### src/rtl/core/kld_pkg.sv
// ----------------------------------------------------------------------------
// kld_pkg: shared types and constants for the KL divergence accumulator
// Fraction table for the log2 approximation, plane codes, register indexes.
// ----------------------------------------------------------------------------
package kld_pkg;

   localparam int COUNT_WIDTH  = 16;
   localparam int INDEX_WIDTH  = 6;
   localparam int BINS_WIDTH   = 7;
   localparam int PLANE_WIDTH  = 2;
   localparam int LOGK_WIDTH   = 4;
   localparam int FRAC_WIDTH   = 9;
   localparam int FRAC_BITS    = 6;
   localparam int FRAC_SHIFT   = 9;
   localparam int FRAC_STEPS   = 64;
   localparam int TERM_WIDTH   = 21;
   localparam int DELTA_WIDTH  = TERM_WIDTH + 1;
   localparam int SUM_WIDTH    = 32;
   localparam int CSR_IDX_WIDTH  = 1;
   localparam int CSR_DATA_WIDTH = BINS_WIDTH;

   // effective bin count saturates here
   localparam logic [BINS_WIDTH-1:0] MAX_BINS = 7'd64;
   localparam logic [BINS_WIDTH-1:0] BIN_COUNT_RESET = 7'd64;

   typedef enum logic [PLANE_WIDTH-1:0] {
      PLANE_ALL   = 2'd0,
      PLANE_LEFT  = 2'd1,
      PLANE_RIGHT = 2'd2
   } plane_type;

   typedef enum logic [CSR_IDX_WIDTH-1:0] {
      CSR_PLANE_MODE = 1'd0,
      CSR_BIN_COUNT  = 1'd1
   } csr_index_type;

   // log2(x) ~ k + frac/512, frac is zero for an exact power of two
   typedef struct packed {
      logic [LOGK_WIDTH-1:0] k;
      logic [FRAC_WIDTH-1:0] frac;
   } log_parts_type;

   // control that travels with a beat into the accumulator
   typedef struct packed {
      logic valid;
      logic last;
   } beat_type;

   localparam logic [FRAC_WIDTH-1:0] FRAC_LOG [FRAC_STEPS] = '{
      9'd11,  9'd22,  9'd33,  9'd44,  9'd54,  9'd65,  9'd75,  9'd85,
      9'd95,  9'd105, 9'd115, 9'd125, 9'd134, 9'd144, 9'd153, 9'd162,
      9'd171, 9'd180, 9'd189, 9'd198, 9'd206, 9'd215, 9'd223, 9'd232,
      9'd240, 9'd248, 9'd256, 9'd264, 9'd272, 9'd280, 9'd288, 9'd295,
      9'd303, 9'd310, 9'd318, 9'd325, 9'd332, 9'd340, 9'd347, 9'd354,
      9'd361, 9'd368, 9'd375, 9'd381, 9'd388, 9'd395, 9'd401, 9'd408,
      9'd414, 9'd421, 9'd427, 9'd434, 9'd440, 9'd446, 9'd452, 9'd459,
      9'd465, 9'd471, 9'd477, 9'd483, 9'd488, 9'd494, 9'd500, 9'd506
   };

endpackage

### src/rtl/core/kld_log_decode.sv
// ----------------------------------------------------------------------------
// kld_log_decode: log2 decomposition of one 16-bit count
// Leading-one position plus table fraction indexed by the bits below it.
// ----------------------------------------------------------------------------
module kld_log_decode
   import kld_pkg::*;
(
   input  logic [COUNT_WIDTH-1:0] x,
   output log_parts_type          parts
);

   logic [LOGK_WIDTH-1:0]            lead;
   logic [COUNT_WIDTH-1:0]           rest;
   logic [COUNT_WIDTH+FRAC_BITS-1:0] scaled;
   logic [FRAC_BITS-1:0]             frac_idx;

   always_comb begin
      lead = '0;
      for (int i = 0; i < COUNT_WIDTH; i++) begin
         if (x[i]) begin
            lead = LOGK_WIDTH'(i);
         end
      end
   end

   assign rest     = x & ~(COUNT_WIDTH'(1) << lead);
   assign scaled   = {rest, {FRAC_BITS{1'b0}}} >> lead;
   assign frac_idx = scaled[FRAC_BITS-1:0];

   assign parts.k    = lead;
   assign parts.frac = (rest == '0) ? '0 : FRAC_LOG[frac_idx];

endmodule

### src/rtl/core/kld_accum.sv
// ----------------------------------------------------------------------------
// kld_accum: running sum and result register
// Adds one signed delta per beat; a last beat loads the result and clears.
// ----------------------------------------------------------------------------
module kld_accum
   import kld_pkg::*;
(
   input  logic                          clock,
   input  logic                          reset,
   input  beat_type                      beat,
   input  logic signed [DELTA_WIDTH-1:0] delta,
   output logic                          accept,
   output logic                          rsp_valid,
   input  logic                          rsp_ready,
   output logic signed [SUM_WIDTH-1:0]   rsp_divergence
);

   logic [SUM_WIDTH-1:0] sum_ff, sum_in, total;
   logic                 rsp_valid_ff, rsp_valid_in;
   logic [SUM_WIDTH-1:0] result_ff, result_in;
   logic                 out_free, take;

   assign out_free = !rsp_valid_ff || rsp_ready;
   assign take     = beat.valid && (!beat.last || out_free);
   assign accept   = !beat.valid || take;
   assign total    = sum_ff + {{(SUM_WIDTH-DELTA_WIDTH){delta[DELTA_WIDTH-1]}}, delta};

   always_comb begin
      sum_in       = sum_ff;
      rsp_valid_in = rsp_valid_ff && !rsp_ready;
      result_in    = result_ff;
      if (take) begin
         if (beat.last) begin
            sum_in       = '0;
            rsp_valid_in = 1'b1;
            result_in    = total;
         end else begin
            sum_in = total;
         end
      end
   end

   always_ff @(posedge clock) begin
      if (reset) begin
         sum_ff       <= '0;
         rsp_valid_ff <= 1'b0;
      end else begin
         sum_ff       <= sum_in;
         rsp_valid_ff <= rsp_valid_in;
      end
      result_ff <= result_in;
   end

   assign rsp_valid      = rsp_valid_ff;
   assign rsp_divergence = $signed(result_ff);

endmodule

### src/rtl/core/fixed_point_kl_divergence.sv
// ----------------------------------------------------------------------------
// fixed_point_kl_divergence: streamed fixed-point KL divergence over bins
// Adds p*log2(p) - p*log2(q) per in-plane bin with p, q > 0; emits on last bin.
// ----------------------------------------------------------------------------
// A last bin moves through stages 1, 2 and 3, then into the result register on rsp.
// Throughput: one bin per cycle; the elastic pipeline only stalls
//   when a last bin reaches the accumulator while the result register is full.
// Reset: sum cleared, pipeline emptied, plane_mode = all, bin_count = 64.
// ----------------------------------------------------------------------------
module fixed_point_kl_divergence
   import kld_pkg::*;
(
   input  logic                        clock,
   input  logic                        reset,
   input  logic                        req_valid,
   output logic                        req_ready,
   input  logic [INDEX_WIDTH-1:0]      req_bin_index,
   input  logic [COUNT_WIDTH-1:0]      req_p_count,
   input  logic [COUNT_WIDTH-1:0]      req_q_count,
   input  logic                        req_last_bin,
   output logic                        rsp_valid,
   input  logic                        rsp_ready,
   output logic signed [SUM_WIDTH-1:0] rsp_divergence,
   input  logic                        csr_write_enable,
   input  logic [CSR_IDX_WIDTH-1:0]    csr_index,
   input  logic [CSR_DATA_WIDTH-1:0]   csr_write_data
);

   // Stage 1: captured input beat
   typedef struct packed {
      logic [INDEX_WIDTH-1:0] bin_index;
      logic [COUNT_WIDTH-1:0] p;
      logic [COUNT_WIDTH-1:0] q;
      logic                   last;
   } s1_type;

   // Stage 2: decoded logs and the in-plane / nonzero decision
   typedef struct packed {
      logic [COUNT_WIDTH-1:0] p;
      log_parts_type          lp;
      log_parts_type          lq;
      logic                   use_bin;
      logic                   last;
   } s2_type;

   // Stage 3: the two weighted log terms (zero for a skipped bin)
   typedef struct packed {
      logic [TERM_WIDTH-1:0] term_p;
      logic [TERM_WIDTH-1:0] term_q;
      logic                  last;
   } s3_type;

   // ---------------- configuration registers ----------------
   logic [PLANE_WIDTH-1:0] plane_mode_ff, plane_mode_in;
   logic [BINS_WIDTH-1:0]  bin_count_ff, bin_count_in;

   always_comb begin
      plane_mode_in = plane_mode_ff;
      bin_count_in  = bin_count_ff;
      if (csr_write_enable) begin
         case (csr_index)
            CSR_PLANE_MODE: plane_mode_in = csr_write_data[PLANE_WIDTH-1:0];
            CSR_BIN_COUNT:  bin_count_in  = csr_write_data;
            default: ;
         endcase
      end
   end

   always_ff @(posedge clock) begin
      if (reset) begin
         plane_mode_ff <= PLANE_ALL;
         bin_count_ff  <= BIN_COUNT_RESET;
      end else begin
         plane_mode_ff <= plane_mode_in;
         bin_count_ff  <= bin_count_in;
      end
   end

   // ---------------- pipeline handshake ----------------
   // Each stage moves forward when the one after it has room this cycle.
   logic   s1_valid_ff, s1_valid_in, s1_ready;
   logic   s2_valid_ff, s2_valid_in, s2_ready;
   logic   s3_valid_ff, s3_valid_in, s3_ready;
   s1_type s1_ff, s1_in;
   s2_type s2_ff, s2_in;
   s3_type s3_ff, s3_in;

   assign s2_ready  = !s2_valid_ff || s3_ready;
   assign s1_ready  = !s1_valid_ff || s2_ready;
   assign req_ready = s1_ready;

   // ---------------- stage 1 -> 2: log decode and plane test ----------------
   log_parts_type          lp_w, lq_w;
   logic [BINS_WIDTH-1:0]  count_eff, mean, idx_ext;
   logic                   in_plane;

   kld_log_decode u_log_p (.x(s1_ff.p), .parts(lp_w));
   kld_log_decode u_log_q (.x(s1_ff.q), .parts(lq_w));

   assign count_eff = (bin_count_ff > MAX_BINS) ? MAX_BINS : bin_count_ff;
   assign mean      = count_eff >> 1;
   assign idx_ext   = BINS_WIDTH'(s1_ff.bin_index);

   always_comb begin
      case (plane_mode_ff)
         PLANE_LEFT:  in_plane = idx_ext <= mean;
         PLANE_RIGHT: in_plane = (idx_ext >= mean) && (idx_ext < count_eff);
         default:     in_plane = idx_ext < count_eff;   // mode three acts as all
      endcase
   end

   // ---------------- stage 2 -> 3: weighted terms ----------------
   logic [LOGK_WIDTH+COUNT_WIDTH-1:0] pk_p, pk_q;
   logic [FRAC_WIDTH+COUNT_WIDTH-1:0] pf_p, pf_q;

   assign pk_p = (LOGK_WIDTH+COUNT_WIDTH)'(s2_ff.p) * (LOGK_WIDTH+COUNT_WIDTH)'(s2_ff.lp.k);
   assign pk_q = (LOGK_WIDTH+COUNT_WIDTH)'(s2_ff.p) * (LOGK_WIDTH+COUNT_WIDTH)'(s2_ff.lq.k);
   assign pf_p = (FRAC_WIDTH+COUNT_WIDTH)'(s2_ff.p) * (FRAC_WIDTH+COUNT_WIDTH)'(s2_ff.lp.frac);
   assign pf_q = (FRAC_WIDTH+COUNT_WIDTH)'(s2_ff.p) * (FRAC_WIDTH+COUNT_WIDTH)'(s2_ff.lq.frac);

   // ---------------- stage 3 -> accumulator ----------------
   logic signed [DELTA_WIDTH-1:0] delta;
   beat_type                      s3_beat;

   assign delta         = $signed({1'b0, s3_ff.term_p}) - $signed({1'b0, s3_ff.term_q});
   assign s3_beat.valid = s3_valid_ff;
   assign s3_beat.last  = s3_ff.last;

   kld_accum u_accum (
      .clock          (clock),
      .reset          (reset),
      .beat           (s3_beat),
      .delta          (delta),
      .accept         (s3_ready),
      .rsp_valid      (rsp_valid),
      .rsp_ready      (rsp_ready),
      .rsp_divergence (rsp_divergence)
   );

   // ---------------- stage next-state ----------------
   always_comb begin
      s1_valid_in = s1_valid_ff && !s2_ready;
      s1_in       = s1_ff;
      if (req_valid && s1_ready) begin
         s1_valid_in     = 1'b1;
         s1_in.bin_index = req_bin_index;
         s1_in.p         = req_p_count;
         s1_in.q         = req_q_count;
         s1_in.last      = req_last_bin;
      end

      s2_valid_in = s2_valid_ff && !s3_ready;
      s2_in       = s2_ff;
      if (s1_valid_ff && s2_ready) begin
         s2_valid_in   = 1'b1;
         s2_in.p       = s1_ff.p;
         s2_in.lp      = lp_w;
         s2_in.lq      = lq_w;
         s2_in.use_bin = in_plane && (s1_ff.p != '0) && (s1_ff.q != '0);
         s2_in.last    = s1_ff.last;
      end

      s3_valid_in = s3_valid_ff && !s3_ready;
      s3_in       = s3_ff;
      if (s2_valid_ff && s3_ready) begin
         s3_valid_in = 1'b1;
         s3_in.last  = s2_ff.last;
         if (s2_ff.use_bin) begin
            s3_in.term_p = TERM_WIDTH'(pk_p) + TERM_WIDTH'(pf_p[FRAC_SHIFT +: COUNT_WIDTH]);
            s3_in.term_q = TERM_WIDTH'(pk_q) + TERM_WIDTH'(pf_q[FRAC_SHIFT +: COUNT_WIDTH]);
         end else begin
            s3_in.term_p = '0;
            s3_in.term_q = '0;
         end
      end
   end

   always_ff @(posedge clock) begin
      if (reset) begin
         s1_valid_ff <= 1'b0;
         s2_valid_ff <= 1'b0;
         s3_valid_ff <= 1'b0;
      end else begin
         s1_valid_ff <= s1_valid_in;
         s2_valid_ff <= s2_valid_in;
         s3_valid_ff <= s3_valid_in;
      end
      s1_ff <= s1_in;
      s2_ff <= s2_in;
      s3_ff <= s3_in;
   end

   // ---------------- assertions ----------------
   // an accepted beat always lands in stage 1
   a_accept_lands: assert property (@(posedge clock) disable iff (reset)
      (req_valid && req_ready) |=> s1_valid_ff)
      else $error("accepted beat did not enter stage 1");

   // a stalled stage 2 beat is not dropped
   a_s2_holds: assert property (@(posedge clock) disable iff (reset)
      (s2_valid_ff && !s3_ready) |=> s2_valid_ff)
      else $error("stage 2 beat lost while stalled");

   // a last bin cannot pass while an untaken result is pending
   a_last_blocked: assert property (@(posedge clock) disable iff (reset)
      (s3_valid_ff && s3_ff.last && rsp_valid && !rsp_ready) |-> !s3_ready)
      else $error("last bin overwrote pending result");

   // a result only appears after a last bin reached the accumulator
   a_rsp_source: assert property (@(posedge clock) disable iff (reset)
      $rose(rsp_valid) |-> $past(s3_valid_ff && s3_ff.last))
      else $error("result without last bin");

endmodule
### config.mk
export PLATFORM = sky130hd
export DESIGN_NAME = fixed_point_kl_divergence
export DESIGN_NICKNAME = d
export VERILOG_FILES = /design/src/rtl/core/kld_pkg.sv /design/src/rtl/core/kld_log_decode.sv /design/src/rtl/core/kld_accum.sv /design/src/rtl/core/fixed_point_kl_divergence.sv
export SDC_FILE = /design/constraint.sdc
export NUM_CORES = 1
export LEC_CHECK = 0
export BUFFER_PORTS_ARGS = -buffer_cell sky130_fd_sc_hd__clkbuf_2
export CORE_UTILIZATION = 65
export CTS_CLUSTER_DIAMETER = 80
export DETAILED_ROUTE_END_ITERATION = 16
export PLACE_DENSITY = 0.79
export SYNTH_ARGS = -nofsm -noshare
export SYNTH_HDL_FRONTEND = slang
export SYNTH_SLANG_ARGS = --single-unit
### constraint.sdc
create_clock -name clock -period 9.26 [get_ports clock]
set_input_delay 0.926 -clock clock [delete_from_list [all_inputs] [get_ports clock]]
set_output_delay 0.926 -clock clock [all_outputs]
set_load 0.01 [all_outputs]
# Word level (Yosys, flattened, before mapping)
# Memory sizes are Yosys's and may differ from the RTL's. A register that Yosys moved wholly into a read port is not among the register bits.
# Index checks and enable logic that the tools add are counted.
# W data, S select, Z words.
# word_totals
register_bits,185
latchBits,0
ramBits,0
mem_bits_ro,1152
in_bits,52
output_inout_bits,34
wordCells,116
memories,2
# classes
add_sub_neg,4
n_mul,4
div,0
n_lt_le_gt_ge,4
n_eq_ne,2
shifts,4
mux,38
n_bitwise,7
n_reduce_logical,31
# mem_list
name,words,width,read_ports,rd_clocked_by_memory_dff,write_ports,line_no,text
(no name shown),64,9,1,1,0,kld_log_decode.sv:31,assign parts.frac = (rest == '0) ? '0 : FRAC_LOG[frac_idx];
(no name shown),64,9,1,1,0,kld_log_decode.sv:31,
# op_table
operator,count
$mux W4,16
$mul A16 B9 Y25,2
$shr A22 B4 Y6,2
$add A20 B16 Y21,2
$mul A16 B4 Y20,2
$add A32 B32 Y32,1
$and A16 B16 Y16,2
$logic_not A16 Y1,2
$mux W32,1
$not A16 Y16,2
$reduce_bool A16 Y1,2
$shl A1 B4 Y16 const A,2
$mux W3,8
$sub A21 B21 Y22,1
$not A6 Y7,2
$logic_and A1 B1 Y1,11
$logic_not A1 Y1,8
$mux W2,4
$gt A7 B7 Y1 const B,1
$lt A6 B7 Y1,1
$mux W1,7
$mux W7,1
$ge A6 B6 Y1,1
$le A6 B6 Y1,1
other kinds (6),12

# Longest topological paths before layout
# Gate-level depths: netlist of the first run.
# depth
ltp_word,20
depth_mapped,34
depth_no_buf,33

# Hierarchy
# Synthesis of the first run repeated with hierarchy kept, for this count alone.
# unflattened
cells_unflattened,2864
hier_area_um2,26060.0
# by_module_without_submodules
module,instances,cells_per_inst,area_per_inst_um2,seq_area_each_um2
fixed_point_kl_divergence,1,1900,18552.8,4023.9
kld_accum,1,384,3794.9,1621.6
kld_log_decode at u_log_q,1,292,1858.0,0.0
kld_log_decode at u_log_p,1,288,1854.3,0.0

# Worst setup path after synthesis of the first run
# Ideal clock, no wire load.
# synth_timing
kind,register -> register
startpoint,"register, netlist name s2_ff[2]"
endpoint,"register s3_ff[18] (netlist bit), data pin"
setup_ns,0.255
t_arrival_ns,7.204
required_ns,9.005
path_slack_ns,1.801
path_stages_with_launch,30
n_path_buf,1
synth_period_minus_slack_ns,7.459
cell_sequence,edfxtp_1 clkbuf_1 nand2_1 fa_1 inv_1 fa_1 fa_1 inv_1 fa_1 inv_1 ha_1 a21o_1 a21oi_1 nor2b_1 nor2_1 o21ai_1 a41o_1 o21a_1 o41a_1 a211oi_1 nand2_1 a31oi_1 xnor2_1 fa_1 ha_1 and2_1 o21a_1 a41o_1 or3_1 and3_1
# synth_via
elab_chain_len,2
# synth_rtl
item,line_no,text
$mul A16 B9 Y25,fixed_point_kl_divergence.sv:119,assign pf_q = (FRAC_WIDTH+COUNT_WIDTH)'(s2_ff.p) * (FRAC_WIDTH+COUNT_WIDTH)'(s2_ff.lq.frac);
$add A20 B16 Y21,fixed_point_kl_divergence.sv:170,s3_in.term_q = TERM_WIDTH'(pk_q) + TERM_WIDTH'(pf_q[FRAC_SHIFT +: COUNT_WIDTH]);
"end signal, assigned",fixed_point_kl_divergence.sv:190,s3_ff <= s3_in;
"end, declared",fixed_point_kl_divergence.sv:86,"s3_type s3_ff, s3_in;"
# Every way passes these cells.
# A chain may end at the register's enable or synchronous reset.

# Worst setup path after layout of the first run
# layout_timing
startpoint,register s2_ff[32] (netlist bit)
endpoint,"register s3_ff[18] (netlist bit), data pin"
# layout_via
elab_chain_len,2
elab_cells_between_ends,3
cone_classes,1 x add/sub; 2 x mul
# layout_rtl
item,line_no,text
"start, declared",fixed_point_kl_divergence.sv:85,"s2_type s2_ff, s2_in;"
"start signal, assigned",fixed_point_kl_divergence.sv:189,s2_ff <= s2_in;
$mul A16 B4 Y20 or $mul A16 B9 Y25 (tied branches),"fixed_point_kl_divergence.sv:117, fixed_point_kl_divergence.sv:119",
$add A20 B16 Y21 (*),fixed_point_kl_divergence.sv:170,
# Mark *: on every way between the ends. The rest lies on a longest branch, timed or not.

==> reports/qor.txt, run 1 <==
VDD IR max: 0.391 mV
dominant cells by area after synthesis: fa_1 (22%), edfxtp_1 (18%), ha_1 (11%)
# hold bufs at CTS: 0
gr busiest metal: met2
GRT Residual Overflow: 0
H-Tree Depth: 1
YS warnings: 0
CP required: 9.55 ns
met2 GRT Util: 0.531
status: finished, final reports clean
largest family of logic cells by synthesized area: adder cells
Avg WL per Cell: 18.4 µm
Clk network pwr share: 0.084
Worst-Margin Slew: 1.22 ns
XOR/XNOR share of the synthesized area: 0.0353
Initial Util: 0.663
vias per cell: 6.00
clock-pin slew of the registers on the worst-case setup and hold paths: 0.06 ns
Chip Width: 201 µm
Tot GR Track Use: 0.314
mux contribution to synthesized area: 0.00824
reg2reg end: s3_ff[18]
first-pass GRT wire length: 104000 µm
Synth cell types: 94
nature of the critical path endpoint: flop
class of the worst hold path: reg2reg
crit path kind: reg2reg
largest net degree at the start of global routing: 48
area leader, netlist: fa_1
Die Area: 40500 µm²
# diodes: 0
PD cells: 392 nW/µm²
Adder-Cell Fraction of Synth Area: 0.334
initial antenna violation count: 0
crit path launch type: flop
crit share post-route: 0.905
Hold Slack: 0.411 ns
area grow syn2layout: 5.96%
Yosys top cell area share: 0.220
Rows: 72
Syn Std Cell Area: 25800 µm²
max-cap violations: 0
max-slew violations: 0
NetSw: 5170 µW
part of the power in registers: 0.140
hold_sp: s2_ff[0]
vias: 20400
hold depth: 0
Die Ht: 201 µm
Post-CTS Setup Repair Bufs: 0
count leader, synth: inv_1
vias in the first global route: 20700
core footprint: 38900 µm²
drt drc: 0
Sink Count: 203
Syn Area/Cell: 9.08 µm²
I/O pins: 86
RSZ-0062 raised after global routing: no
Arr. time, crit path: 8.67 ns
post-DP HPWL: 47800 µm
overall power: 10700 µW
Filler cells: 3020
Worst R2R Setup Slack: 0.88 ns
Leakage: 0.0126 µW
1st-iter DRT viols: 1472
Syn Inst Count: 2845
cells on worst reg2reg path: 27
number of buffers added on ports: 85
grt met1 use: 0.426
CTS tree: yes
Clock Path Buffers: 3
Post-Syn Nets: 3414
# setup viols final: 0
clk_skew: 0.0194 ns
synthesized flop and latch total: 203
top_reg_cell synth: edfxtp_1
GR Util met3: 0.0389
crit-path max FO: 26
final hold vios: 0
Tmin final: 8.38 ns
DR pass1 iterations: 5
NumNets Final: 3425
hold path endpoint: s3_beat[0]
Logic pwr share: 0.775
EDFF count, synth: 158
Max Freq: 119 MHz
top cells by count, synth: inv_1 (373), nand2_1 (315), fa_1 (284), and2_1 (257), ha_1 (233)
share of post-route cells with drive strength above 1: 0.0734
drt total wl: 62300 µm
Rel. slew slack: 0.188
gpl congestion: 0.939
cell-internal power: 5550 µW
antenna-violating nets left: 0
worst r2r src: s2_ff[32]
switching fraction of total power: 0.482
crit path launch: s2_ff[32]
post-synthesis sequential area ratio: 0.219
worst-skew pair later-pin latency: 0.53 ns
post-synthesis simple-gate area fraction: 0.188
post-cts sizing count: 0
post-synthesis compound-gate area fraction: 0.138
setup TNS: 0 ns
FFs w/ async S/R, synth: 0
Root Driver: clkbuf_16
CTS buffer count: 24
## sequential cells by signal (all words and copies together), names as in the netlist, named ones only
register	flops
idx_ext	6
u_accum.rsp_valid	1
s1_ff	33
s3_beat	1
plane_mode_ff	2
s2_valid_ff	1
bin_count_ff	7
u_accum.rsp_divergence	32
s3_ff	42
u_accum.sum_ff	32
s1_valid_ff	1
s2_ff	44
## through the flow
stage | instance area, µm² | setup slack [ns] | util | std cells
2_1_floorplan | 25800 | 1.80 | - | 2845
3_3_place_gp | 26600 | 1.21 | 0.683 | 3348
3_5_place_dp | 26600 | 0.998 | 0.683 | 3348
4_1_cts | 27400 | 0.943 | 0.703 | 3392
5_1_grt | 27400 | 0.386 | 0.703 | 3392
6_report | 27400 | 0.879 | 0.703 | 3392
## layout make-up
type,count,area (µm²),area share
tap,518,648,0.0237
multi-input combinational,2132,18200,0.666
clock inverter,9,67.6,0.00247
inverter,381,1430,0.0523
sequential,203,5650,0.206
clock buffer,35,703,0.0257
timing repair buffer,114,643,0.0235
## logic make-up after synthesis
logic type / count (synthesis)
AOI/OAI and AO/OA: 516
DFF: 203
buffers and inverters: 510
xor gates and xnor gates: 104
adders and majority gates: 520
muxes: 16
and+or+nand+nor: 976
## cells in the final DEF (no fill, tap or decap), drive strengths merged, types with 63 or more instances in the layout
cell type and n:
a21oi 129, clkbuf 120, fa 284, and2 257
edfxtp 158, nand3 63, inv 381, nor2 165
ha 233, o21ai 89, xnor2 72, nand2 315
## metal layers
layer / routed length, µm / share of wire / up-vias
met5: 0 / 0 / -
met4: 1650 / 0.027 / 0
met3: 4290 / 0.069 / 121
met2: 29900 / 0.48 / 787
met1: 26500 / 0.43 / 9908
li1: - / - / 9546
## power groups by stage
| stage | registers, µW | logic, µW | clock network, µW |
|---|---|---|---|
| global placement | 1520 | 7890 | 0 |
| finish | 1510 | 8310 | 905 |
| detailed placement | 1520 | 8210 | 0 |
| global route | 1520 | 9340 | 956 |
| floorplan | 1440 | 6410 | 0 |
| CTS | 1500 | 8290 | 921 |
## worst max-delay path, cell delays in order (launching register included)
cell	delay, ns
edfxtp_1	1.01
and2_1	0.25
fa_1	0.44
fa_1	0.52
fa_1	0.49
inv_1	0.05
fa_1	0.47
inv_1	0.04
ha_1	0.34
a21o_1	0.18
a21oi_1	0.19
nor2b_1	0.07
nor2_1	0.09
o21ai_1	0.17
a41o_1	0.34
o21a_1	0.22
o41a_1	0.37
a211oi_1	0.42
nand2_1	0.13
a31oi_1	0.27
xnor2_1	0.21
fa_1	0.45
ha_1	0.36
and2_1	0.20
o21a_1	0.17
a41o_1	0.23
or3_1	0.31
and3_1	0.16
## how the worst max path moves through the flow
stage	to	slack (ns)	cells after the start
after floorplan	s3_ff[18]	1.80	29
after global placement	s3_ff[18]	1.21	27
after detailed placement	s3_ff[18]	1.0	27
after CTS	s3_ff[18]	0.94	27
after global routing	s3_ff[19]	0.39	28
final	s3_ff[18]	0.88	27
Power figures use the tool's default switching activity.
==> run 2: changes to the inputs <==
--- a/config.mk
+++ b/config.mk
@@ -9,7 +9,8 @@
 export CORE_UTILIZATION = 65
 export CTS_CLUSTER_DIAMETER = 80
 export DETAILED_ROUTE_END_ITERATION = 16
-export PLACE_DENSITY = 0.79
+export GPL_TIMING_DRIVEN = 0
+export PLACE_DENSITY = 0.92
 export SYNTH_ARGS = -nofsm -noshare
 export SYNTH_HDL_FRONTEND = slang
 export SYNTH_SLANG_ARGS = --single-unit
==> run 2 against run 1 <==
Compared with the run above: non-clock buffer count is 100 higher; flip-flop and latch count stayed put; final cell count is 3.0% higher; setup slack worse by 0.61 ns; critical endpoint is now s3_ff[41].
==> reports/qor.txt, run 2 (synthesis results as in run 1) <==
VDD IR max: 0.446 mV (+14%)
Clock Path Buffers: 3 (unchanged)
part of the power in registers: 0.134 (-0.006)
largest net degree at the start of global routing: 40 (-17%)
clk_skew: 0.0192 ns (-0.000138 ns)
critical path depth in cells: 29 (+7.4%)
1st-iter DRT viols: 1890 (+28%)
Largest register FFs: 44 (unchanged)
Arr. time, crit path: 9.29 ns (+0.62 ns)
switching fraction of total power: 0.486 (+0.00439)
cells on worst reg2reg path: 29 (+7.4%)
Sink Count: 203 (unchanged)
Chip Width: 201 µm (unchanged)
RSZ-0062 raised after global routing: no
crit path kind: reg2reg
Filler cells: 2777 (-8.0%)
Tot GR Track Use: 0.353 (+0.0388)
vias: 22000 (+7.9%)
fin area: 27800 µm² (+1.6%)
clock-pin slew of the registers on the worst-case setup and hold paths: 0.06 ns (about the same)
initial antenna violation count: 3 (+3)
core footprint: 38900 µm² (unchanged)
setup TNS: 0 ns (unchanged)
Initial Util: 0.663 (unchanged)
antenna-violating nets left: 0 (unchanged)
delay of the slowest critical-path stage: 0.68 ns (-0.33 ns)
CP max-delay cell: clkbuf_1
Tmin final: 8.99 ns (+0.611 ns)
# setup viols final: 0 (unchanged)
drt total wl: 70800 µm (+14%)
H-Tree Depth: 1 (unchanged)
Worst Path Buf+Inv: 3 (+1)
crit path launch type: flop
max-slew violations: 0 (unchanged)
Clk network pwr share: 0.088 (+0.004)
# hold bufs at CTS: 0 (unchanged)
cell-internal power: 5600 µW (+0.85%)
Biggest register: s2_ff
Die Ht: 201 µm (unchanged)
Avg WL per Cell: 20.2 µm (+10%)
crit-path max FO: 10 (-62%)
DR pass1 iterations: 5 (unchanged)
NetSw: 5300 µW (+2.6%)
gpl congestion: 0.978 (+4.2%)
CTS tree: yes
Logic pwr share: 0.778 (+0.003)
Top Registers: s2_ff x44, s3_ff x42, s1_ff x33
final hold vios: 0 (unchanged)
GRT Residual Overflow: 0 (unchanged)
Leakage: 0.0128 µW (+1.4%)
Root Driver: clkbuf_16
most frequent cells in the layout: inv_1 (373), nand2_1 (315), fa_1 (284)
status: finished, final reports clean
NumNets Final: 3526 (+2.9%)
area grow syn2layout: 7.70%
max-cap violations: 0 (unchanged)
PD cells: 392 nW/µm² (about the same)
Max Freq: 111 MHz (-6.8%)
number of buffers added on ports: 82 (-3.5%)
Rel. slew slack: 0.236 (+0.0474)
CTS buffer count: 25 (+4.2%)
share of post-route cells with drive strength above 1: 0.0756 (+0.00219)
CP required: 9.56 ns (about the same)
first-pass GRT wire length: 114000 µm (+11%)
Worst-Margin Slew: 1.15 ns (-0.0711 ns)
post-DP HPWL: 54500 µm (+14%)
crit share post-route: 0.971 (+0.0660)
hold depth: 0 (unchanged)
DP Area: 27000 µm² (+1.5%)
class of the worst hold path: reg2reg
drt drc: 0 (unchanged)
CP delay by family, top: compound AO/OA/AOI/OAI gates
nature of the critical path endpoint: flop
commonest non-fill, non-tap cell in the layout: inv_1
I/O pins: 86 (unchanged)
worst-skew pair later-pin latency: 0.56 ns (+0.03 ns)
vias in the first global route: 22900 (+11%)
Die Area: 40500 µm² (unchanged)
Rows: 72 (unchanged)
vias per cell: 6.29 (+4.8%)
-- run 2: final timing paths --
path	slack, ns	from	endpoint
worst min-delay path	0.43	s2_ff[0]	s3_beat[0]
worst max register to register	0.27	s2_ff[34]	s3_ff[41]
worst min register to register	0.43	s2_ff[0]	s3_beat[0]
worst max-delay path	0.27	s2_ff[34]	s3_ff[41]
-- run 2: worst reg2reg max path, delay by kind of cell, from the launching register on --
family | cells | cell delay (ns)
compound gates | 15 | 3.28
fa+ha+maj | 7 | 3.09
xor+xnor | 1 | 0.33
flops | 1 | 0.61
simple gates | 3 | 0.63
buf+inv | 3 | 0.80
-- run 2: cell type report --
type | instances | area [µm²] | area share
inverters | 381 | 1430 | 0.0514
plain buffers | 129 | 573 | 0.0206
multi-input cells | 2132 | 18200 | 0.655
diodes | 1 | 2.50 | 0.0000900
clock buffers | 34 | 711 | 0.0256
clock inverters | 12 | 106 | 0.00382
well taps | 518 | 648 | 0.0233
flip-flops and latches | 203 | 5650 | 0.203
repair buffers | 85 | 470 | 0.0169
-- run 2: layer usage --
layer,routed length (µm),vias up,GRT usage
li1,-,9767,-
met5,38,-,0
met2,33100,1314,0.590
met1,25800,10500,0.424
met4,5040,6,0.230
met3,6780,355,0.0581
-- run 2: timing repair --
action,CTS,global route
setup buffers,0,0
resized for setup,0,12
endpoints found under the setup margin,0,1
-- run 2: stage by stage --
stage / power [µW] / setup slack, ns / hold WS, ns / cells / util
after global placement: 9270 / 0.917 / 0.404 / 3445 / 0.691
after CTS: 10800 / 0.571 / 0.421 / 3494 / 0.714
after detailed placement: 9720 / 0.582 / 0.407 / 3448 / 0.693
after global routing: 11900 / 0.0194 / 0.428 / 3495 / 0.715
after floorplan: 7850 / 1.80 / 0.400 / 2845 / -
final: 10900 / 0.267 / 0.431 / 3495 / 0.715
-- run 2: power by group through the flow --
stage	clock network [µW]	logic, µW	registers (µW)
after floorplan	0	6410	1440
after global placement	0	7800	1470
after detailed placement	0	8250	1470
after CTS	972	8360	1460
after global routing	999	9400	1470
final	964	8480	1460
